**src/hdl/rmac_pkg.sv**
```systemverilog
// package for the region map access checker
// holds operation and status codes and the controller/datapath handshake types
// no dependencies
`default_nettype none
package rmac_pkg;

	localparam int RegionsDefault = 16;

	localparam logic [2:0] KIND_MAP     = 3'd0;
	localparam logic [2:0] KIND_UNMAP   = 3'd1;
	localparam logic [2:0] KIND_PROTECT = 3'd2;
	localparam logic [2:0] KIND_READ    = 3'd3;
	localparam logic [2:0] KIND_WRITE   = 3'd4;

	localparam logic [2:0] ST_OK       = 3'd0;
	localparam logic [2:0] ST_EMPTY    = 3'd1;
	localparam logic [2:0] ST_OVERFLOW = 3'd2;
	localparam logic [2:0] ST_LIMIT    = 3'd3;
	localparam logic [2:0] ST_OVERLAP  = 3'd4;
	localparam logic [2:0] ST_MISSING  = 3'd5;
	localparam logic [2:0] ST_DENIED   = 3'd6;

	localparam logic [3:0] REG_MAX_MAPPED = 4'd0;

	// commands from controller to datapath
	typedef struct packed {
		logic capture;
		logic prep;
		logic rd_en;
		logic finish;
	} cmd_t;

	// status from datapath to controller
	typedef struct packed {
		logic pre_fail;
		logic out_busy;
	} sts_t;

endpackage
`default_nettype wire

```
**src/hdl/rmac_ram.sv**
```systemverilog
// generic single-port-write, single-port-read ram with registered read data
// no dependencies
`default_nettype none
module rmac_ram #(
	parameter int WIDTH = 8,
	parameter int DEPTH = 16
) (
	input  wire logic                                  clk,
	input  wire logic                                  we,
	input  wire logic [((DEPTH > 1) ? $clog2(DEPTH) : 1)-1:0] waddr,
	input  wire logic [WIDTH-1:0]                      wdata,
	input  wire logic                                  re,
	input  wire logic [((DEPTH > 1) ? $clog2(DEPTH) : 1)-1:0] raddr,
	output logic      [WIDTH-1:0]                      rdata
);
	logic [WIDTH-1:0] mem_q [DEPTH];

	// write port and registered read port
	always_ff @(posedge clk) begin
		if (we) begin
			mem_q[waddr] <= wdata;
		end
		if (re) begin
			rdata <= mem_q[raddr];
		end
	end
endmodule
`default_nettype wire

```
**src/hdl/rmac_dp.sv**
```systemverilog
// datapath: operand registers, region table, scan evaluation, result register
// depends on rmac_pkg and rmac_ram
`default_nettype none
module rmac_dp #(
	parameter int REGIONS = rmac_pkg::RegionsDefault
) (
	input  wire logic                 clk,
	input  wire logic                 arst_n,
	input  wire rmac_pkg::cmd_t       cmd,
	input  wire logic [((REGIONS > 1) ? $clog2(REGIONS) : 1)-1:0] rd_addr,
	output rmac_pkg::sts_t            sts,
	input  wire logic [2:0]           kind,
	input  wire logic [63:0]          address,
	input  wire logic [63:0]          length,
	input  wire logic [7:0]           perm_bits,
	input  wire logic                 skip_perm_check,
	input  wire logic                 cfg_we,
	input  wire logic [63:0]          cfg_wdata,
	output logic      [63:0]          max_bytes,
	output logic                      out_valid,
	input  wire logic                 out_ready,
	output logic      [2:0]           status,
	output logic      [3:0]           slot,
	output logic      [63:0]          offset,
	output logic      [63:0]          mapped_total
);
	import rmac_pkg::*;

	localparam int IdxW = (REGIONS > 1) ? $clog2(REGIONS) : 1;
	localparam int EntW = 64 + 64 + 8;

	// operand registers
	logic [2:0]  kind_q;
	logic [63:0] addr_q, len_q;
	logic [7:0]  perm_q;
	logic        skip_q;
	always_ff @(posedge clk) begin
		if (cmd.capture) begin
			kind_q <= kind;
			addr_q <= address;
			len_q  <= length;
			perm_q <= perm_bits;
			skip_q <= skip_perm_check;
		end
	end

	// control state: limit, byte total, valid bits
	logic [63:0]  max_q, bytes_q;
	logic [REGIONS-1:0] valid_q;

	// map prechecks
	logic [64:0] end_sum, tot_sum;
	logic [63:0] end_q, total_q;
	logic        pre_fail_q;
	logic [2:0]  pre_st_q;
	assign end_sum = {1'b0, addr_q} + {1'b0, len_q};
	assign tot_sum = {1'b0, bytes_q} + {1'b0, len_q};
	always_ff @(posedge clk) begin
		if (cmd.prep) begin
			end_q   <= end_sum[63:0];
			total_q <= tot_sum[63:0];
		end
	end
	always_ff @(posedge clk or negedge arst_n) begin
		if (!arst_n) begin
			pre_fail_q <= 1'b0;
			pre_st_q   <= ST_OK;
		end else if (cmd.prep) begin
			if (kind_q != KIND_MAP) begin
				pre_fail_q <= 1'b0;
				pre_st_q   <= ST_OK;
			end else if (len_q == '0) begin
				pre_fail_q <= 1'b1;
				pre_st_q   <= ST_EMPTY;
			end else if (end_sum[64] || end_sum[63:0] == '0) begin
				pre_fail_q <= 1'b1;
				pre_st_q   <= ST_OVERFLOW;
			end else if (tot_sum[64] || tot_sum[63:0] > max_q) begin
				pre_fail_q <= 1'b1;
				pre_st_q   <= ST_LIMIT;
			end else begin
				pre_fail_q <= 1'b0;
				pre_st_q   <= ST_OK;
			end
		end
	end

	// region table
	logic            ram_we;
	logic [IdxW-1:0] ram_waddr;
	logic [EntW-1:0] ram_wdata, ram_rdata;
	rmac_ram #(.WIDTH(EntW), .DEPTH(REGIONS)) u_table (
		.clk   (clk),
		.we    (ram_we),
		.waddr (ram_waddr),
		.wdata (ram_wdata),
		.re    (cmd.rd_en),
		.raddr (rd_addr),
		.rdata (ram_rdata)
	);

	// scan pipeline stage aligned with read data
	logic            eval_s1;
	logic [IdxW-1:0] idx_s1;
	always_ff @(posedge clk or negedge arst_n) begin
		if (!arst_n) begin
			eval_s1 <= 1'b0;
		end else begin
			eval_s1 <= cmd.rd_en;
		end
	end
	always_ff @(posedge clk) begin
		if (cmd.rd_en) begin
			idx_s1 <= rd_addr;
		end
	end

	// per-entry evaluation
	logic [63:0] eb, es, diff;
	logic [7:0]  ep;
	logic [64:0] ent_end;
	logic        ev, hit, ovl;
	always_comb begin
		eb      = ram_rdata[EntW-1 -: 64];
		es      = ram_rdata[71:8];
		ep      = ram_rdata[7:0];
		ev      = valid_q[idx_s1];
		diff    = addr_q - eb;
		ent_end = {1'b0, eb} + {1'b0, es};
		ovl     = ({1'b0, addr_q} < ent_end) && (eb < end_q);
		if (kind_q == KIND_UNMAP || kind_q == KIND_PROTECT) begin
			hit = ev && (eb == addr_q);
		end else begin
			hit = ev && (addr_q >= eb) && (diff < es);
		end
	end

	// scan accumulators
	logic            found_q, overlap_q, free_q;
	logic [IdxW-1:0] hit_slot_q, free_slot_q;
	logic [63:0]     hit_size_q, hit_off_q;
	logic [7:0]      hit_perm_q;
	always_ff @(posedge clk or negedge arst_n) begin
		if (!arst_n) begin
			found_q   <= 1'b0;
			overlap_q <= 1'b0;
			free_q    <= 1'b0;
		end else if (cmd.capture) begin
			found_q   <= 1'b0;
			overlap_q <= 1'b0;
			free_q    <= 1'b0;
		end else if (eval_s1) begin
			if (hit && !found_q) begin
				found_q <= 1'b1;
			end
			if (ev && ovl) begin
				overlap_q <= 1'b1;
			end
			if (!ev && !free_q) begin
				free_q <= 1'b1;
			end
		end
	end
	always_ff @(posedge clk) begin
		if (eval_s1 && hit && !found_q) begin
			hit_slot_q <= idx_s1;
			hit_size_q <= es;
			hit_off_q  <= diff;
			hit_perm_q <= ep;
		end
		if (eval_s1 && !ev && !free_q) begin
			free_slot_q <= idx_s1;
		end
	end

	// result and state update
	logic            commit;
	logic [2:0]      res_st;
	logic [IdxW-1:0] res_slot;
	logic [63:0]     res_off, new_bytes, room;
	logic            set_v, clr_v, allowed;
	logic [31:0]     slot_wide;
	assign commit = cmd.finish && !sts.out_busy;
	assign room   = hit_size_q - hit_off_q;
	always_comb begin
		res_st    = ST_MISSING;
		res_slot  = '0;
		res_off   = '0;
		new_bytes = bytes_q;
		set_v     = 1'b0;
		clr_v     = 1'b0;
		ram_we    = 1'b0;
		ram_waddr = hit_slot_q;
		ram_wdata = {addr_q, len_q, perm_q};
		allowed   = (kind_q == KIND_READ) ? hit_perm_q[0] : (skip_q || hit_perm_q[1]);
		unique case (kind_q)
			KIND_MAP: begin
				if (pre_fail_q) begin
					res_st = pre_st_q;
				end else if (overlap_q) begin
					res_st = ST_OVERLAP;
				end else if (!free_q) begin
					res_st = ST_LIMIT;
				end else begin
					res_st    = ST_OK;
					res_slot  = free_slot_q;
					new_bytes = total_q;
					set_v     = 1'b1;
					ram_we    = commit;
					ram_waddr = free_slot_q;
				end
			end
			KIND_UNMAP: begin
				if (found_q) begin
					res_st    = ST_OK;
					res_slot  = hit_slot_q;
					new_bytes = bytes_q - hit_size_q;
					clr_v     = 1'b1;
				end
			end
			KIND_PROTECT: begin
				if (found_q && hit_size_q == len_q) begin
					res_st   = ST_OK;
					res_slot = hit_slot_q;
					ram_we   = commit;
				end
			end
			KIND_READ, KIND_WRITE: begin
				if (len_q == '0) begin
					res_st = ST_OK;
				end else if (found_q && len_q <= room) begin
					res_slot = hit_slot_q;
					if (allowed) begin
						res_st  = ST_OK;
						res_off = hit_off_q;
					end else begin
						res_st = ST_DENIED;
					end
				end
			end
			default: begin
				res_st = ST_MISSING;
			end
		endcase
		slot_wide = 32'(res_slot);
	end

	// limit register, byte total and valid bits
	always_ff @(posedge clk or negedge arst_n) begin
		if (!arst_n) begin
			max_q   <= '1;
			bytes_q <= '0;
			valid_q <= '0;
		end else begin
			if (cfg_we) begin
				max_q <= cfg_wdata;
			end
			if (commit) begin
				bytes_q <= new_bytes;
				if (set_v) begin
					valid_q[res_slot] <= 1'b1;
				end
				if (clr_v) begin
					valid_q[res_slot] <= 1'b0;
				end
			end
		end
	end
	assign max_bytes = max_q;

	// output register
	logic        out_valid_q;
	logic [2:0]  out_st_q;
	logic [3:0]  out_slot_q;
	logic [63:0] out_off_q, out_tot_q;
	always_ff @(posedge clk or negedge arst_n) begin
		if (!arst_n) begin
			out_valid_q <= 1'b0;
		end else if (commit) begin
			out_valid_q <= 1'b1;
		end else if (out_ready) begin
			out_valid_q <= 1'b0;
		end
	end
	always_ff @(posedge clk) begin
		if (commit) begin
			out_st_q   <= res_st;
			out_slot_q <= slot_wide[3:0];
			out_off_q  <= res_off;
			out_tot_q  <= new_bytes;
		end
	end
	assign out_valid    = out_valid_q;
	assign status       = out_st_q;
	assign slot         = out_slot_q;
	assign offset       = out_off_q;
	assign mapped_total = out_tot_q;

	assign sts.pre_fail = pre_fail_q;
	assign sts.out_busy = out_valid_q && !out_ready;

`ifndef SYNTHESIS
	// results are loaded only into a free output register
	a_commit_room: assert property (@(posedge clk) disable iff (!arst_n)
		commit |-> (!out_valid_q || out_ready))
		else $error("result overwrote pending transfer");
	// a successful map marks its slot valid
	a_map_valid: assert property (@(posedge clk) disable iff (!arst_n)
		(commit && kind_q == KIND_MAP && res_st == ST_OK) |=> valid_q[$past(res_slot)])
		else $error("mapped slot not valid");
	// denied only comes from accesses
	a_denied_kind: assert property (@(posedge clk) disable iff (!arst_n)
		(commit && res_st == ST_DENIED) |-> (kind_q == KIND_READ || kind_q == KIND_WRITE))
		else $error("denied on non-access operation");
`endif
endmodule
`default_nettype wire

```
**config.mk**
```make
export PLATFORM = sky130hd
export DESIGN_NAME = rmac_dp
export DESIGN_NICKNAME = d
export VERILOG_FILES = /design/src/hdl/rmac_pkg.sv /design/src/hdl/rmac_ram.sv /design/src/hdl/rmac_dp.sv
export SDC_FILE = /design/constraint.sdc
export NUM_CORES = 2
export LEC_CHECK = 0
export BUFFER_PORTS_ARGS = -buffer_cell sky130_fd_sc_hd__clkbuf_2
export CAP_MARGIN = 20
export CORE_ASPECT_RATIO = 0.7
export CORE_MARGIN = 2
export CORE_UTILIZATION = 40
export DETAILED_ROUTE_END_ITERATION = 12
export GPL_TIMING_DRIVEN = 0
export SLEW_MARGIN = 20
export SYNTH_ARGS = -nofsm -noshare
export SYNTH_HDL_FRONTEND = slang
export SYNTH_SLANG_ARGS = --single-unit
```
**constraint.sdc**
```tcl
create_clock -name clk -period 10.3 [get_ports clk]
set_input_delay 1.03 -clock clk [delete_from_list [all_inputs] [get_ports clk]]
set_output_delay 1.03 -clock clk [all_outputs]
set_load 0.005 [all_outputs]
```
==> run summary <==
The flow ran to the end, and the final reports show no timing, DRC or antenna violations. The weighted congestion at the end of routability-driven global placement is 0.987. The post-detailed-route DRC marker count is 0. The total area of multi-input combinational cells came out at approximately 47000 um2. The count of flip-flops with a built-in enable after synthesis is between 2000 and 3000. The number of I/O port buffers came out at between 400 and 500. The mean cell area of the mapped netlist came out at 15.4 um2. Static timing analysis puts the maximum clock frequency at approximately 0.097 GHz. The worst endpoint data arrival time came out at 10.82 ns. The initial antenna violation count is 37. The most frequent standard cell in the layout excluding fill and tap cells is edfxtp_1.

The combined area of all synthesized cells came out at 136000 um2. The width of the die is about 700 um. In the finished design, the share of the clock period the worst path needs comes to between 90% and 100%. In the layout the commonest cells are edfxtp_1, ha_1, mux4_2. The placed wire-length estimate is 354000 um. The tightest min-delay check is of the in2async type. The type of destination of the critical path is a flip-flop.

The leakage power summed over all cells is 57.6 nW. The library cell with the largest summed area after synthesis is edfxtp_1. The number of nets in the synthesized netlist is a little under 10000.

The max-cap violation count is 0. The transition at the pin with the smallest max-transition slack came out at around 1.3 ns. The net count of the finished layout is 10700. The tree is rooted in a clkbuf_16.

The global-route congestion overflow total is 0. The core utilization of the finished layout is between 40 and 50%. The max-slew headroom at the worst pin is about 11%. STA classifies the critical path startpoint as a flip-flop. The number of slew-limit violations in the final report came to 0. The standard-cell row count is around 180. In this run the power density over the cells is between 150 and 200 nW/um2. The area taken by flip-flops and latches came out at ~86000 um2. The growth of design area from synthesis to finish is 16.4%. The type of the worst setup path is reg2reg.

The delay contributed by the slowest stage of the critical path is 0.85 ns. The wire length of the first global-routing pass is between 600000 and 700000 um. The count of final setup violators came out at 0. The most common flop cell mapped by yosys is edfxtp_1.

The count of endpoints failing hold in the final timing report is 0. The post-synthesis sequential element count is 2901. The later pin in the worst-skew pair is clocked with a latency of around 0.91 ns. The proportion of layout cells with a drive suffix above 1 came out at 19.4%.

The number of global-route vias before repair was ~82000. The area inside the core boundary came out at roughly 340000 um2. The worst hold-check slack is slightly below 0.2 ns. Counting stages on the worst path, the most repeated cell is a21o_1.

The number of H-tree branching levels came out at 5. The clock tree from TritonCTS is done. The synthesized netlist contains 96 unique library cells. The number of primary I/O pins is between 400 and 500. Using the TritonRoute via totals, the vias-per-cell ratio works out to between 5 and 6.

The number of nets with antenna violations after detailed routing is 0. The floorplan step defined a die boundary enclosing between 300000 and 400000 um2. By area the synthesized netlist is led by edfxtp_1, mux4_2, ha_1.

The maximum count of clock buffers along a single path came out at 4. The initial core utilization came out at about two fifths. The final routed wire length divided by cell count is about 32 um. The number of warnings printed during yosys synthesis is 0. The sequential-to-total area share from yosys stat came out at a little under two thirds.

The detailed router finished its first iteration with approximately 12000 violations. The first-pass iteration count of the detailed router came out at 8. The final clock skew is approximately 0.074 ns. The count of vias placed by the detailed router is ~86000.

The library cell contributing the largest single delay on the critical path is a2111oi_2. The critical path required time came out at 10.86 ns. In the synthesized netlist the async set-or-reset flop fraction comes to 5.24%. The total negative slack for setup checks is 0 ns. The number of hold buffers added after CTS was 0. The maximum fanout along the worst path came out at 10.

The post-synthesis cell count came out at 8843. The highest ir drop seen on vdd came out at between 0.2 and 0.25 mV. The number of clock sinks is 2901. The layout has between 20000 and 30000 filler cells. The height of the die is around 490 um. The clock slew at the register clock pins of the worst setup and hold paths came out at 0.07 ns. The number of clock buffers inserted by TritonCTS came out at around 290. The area share of the largest cell type after synthesis came out at 60.8%. The number of buffers inserted to repair setup after CTS came out at 0. The detailed-route wire length came out at approximately 470000 um. Entering global routing, the biggest net connects around 80 pins. For the worst flop-to-flop path, the logic depth is 28. Across every metal layer, demand over resource in global routing totals a little over a quarter. The worst path in the final design needs a cycle of 10.26 ns, including I/O delays and setup.
[report_power, final]
group	total (W)	internal (W)	leakage, nW	switching (W)
Combinational	0.00532	0.00207	26.2	0.00326
Clock	0.0106	0.00593	4.44	0.00464
Sequential	0.0141	0.0135	27.0	0.000561
Total	0.0300	0.0215	57.6	0.00846
[flip-flops by register name, summed over array words and instances, names as in the netlist, 2 cells and up]
signal,cells
hit_perm_q,2
offset,64
pre_st_q,2
hit_off_q,64
perm_q,2
valid_q,16
hit_size_q,64
addr_q,64
slot,4
total_q,64
bytes_q,64
len_q,64
u_table.rdata,130
idx_s1,4
mapped_total,64
u_table.mem_q,2080
status,3
end_q,64
max_bytes,64
free_slot_q,4
kind_q,3
hit_slot_q,4
[synthesized netlist by cell type, types with 33 or more instances]
cell type,number
nand4_1,145
o21bai_1,58
ha_1,699
buf_1,75
nand2b_1,76
edfxtp_1,2749
a31oi_1,45
inv_1,497
nand3_1,100
xor2_1,161
nor3_1,141
a22oi_1,35
o21a_1,63
o21ai_0,382
dfrtp_1,88
mux4_2,637
nor2_1,290
a21o_1,344
nor2b_1,98
a21oi_1,516
a211oi_1,75
xnor2_1,221
clkbuf_1,229
nand2_1,470
and3_1,35
nor4_1,44
o211ai_1,33
dfstp_2,64
[per-layer routing]
metal / track usage, % / up-vias / wire length, um
met1: 38.9 / 44300 / 202000
met2: 37.0 / 4562 / 194000
li1: - / 36900 / -
met4: 7.27 / 14 / 13100
met5: 0 / - / 82
met3: 9.00 / 627 / 55900
[area by class of cell]
class / count / share of cell area (%)
plain buffers: 313 / 0.823
inverters: 497 / 1.18
clock buffers: 360 / 4.83
well taps: 4500 / 3.56
flip-flops and latches: 2901 / 54.7
repair buffers: 654 / 4.47
clock inverters: 154 / 0.988
multi-input cells: 5132 / 29.5
diodes: 22 / 0.0348
[metrics by stage]
stage | cell area (um2) | std cells | setup WS (ns) | power, W
after floorplan | 136000 | 8843 | 1.01 | 0.0174
after global routing | 158000 | 14500 | -0.0539 | 0.0311
final | 158000 | 14500 | 0.0391 | 0.0300
after CTS | 158000 | 14500 | 0.414 | 0.0300
after detailed placement | 149000 | 14000 | 0.480 | 0.0195
after global placement | 143000 | 13800 | -9.63 | 0.0193
[path summary, 6_finish.rpt]
| path | from | endpoint | slack, ns |
|---|---|---|---|
| max | hit_size_q[1]$_DFFE_PP_ | offset[57]$_SDFFCE_PP0P_ | 0.04 |
| min | arst_n | bytes_q[14]$_DFFE_PN0P_ | 0.20 |
| max reg2reg | hit_size_q[1]$_DFFE_PP_ | offset[57]$_SDFFCE_PP0P_ | 0.04 |
| min reg2reg | pre_st_q[0]$_DFFE_PN0P_ | pre_st_q[0]$_DFFE_PN0P_ | 0.50 |
| max in group asynchronous | arst_n | valid_q[0]$_DFFE_PN0P_ | 9.18 |
| min in group clk | length[7] | len_q[7]$_DFFE_PP_ | 0.30 |
[worst max-delay path, delay by kind of cell, from the launching register on]
family | cells | cell delay [ns]
buffers and inverters | 3 | 1.18
DFF | 1 | 0.83
AOI/OAI and AO/OA | 17 | 5.46
adders and majority gates | 2 | 0.68
xor gates and xnor gates | 1 | 0.16
and+or+nand+nor | 5 | 1.58
[cells by family after synthesis]
group	synth area share [%]
flip-flops	63.6
AO/OA/AOI/OAI	8.82
AND/OR/NAND/NOR	5.50
buffers and inverters	2.25
adder cells (fa/ha/maj)	6.53
multiplexers	10.8
XOR/XNOR	2.46
[repair_timing]
action / CTS / global route
setup endpoints to repair: 0 / 5
resized for setup: 0 / 5
hold endpoints to repair: 0 / 0
Note: power is estimated with default switching activity, not from simulation.
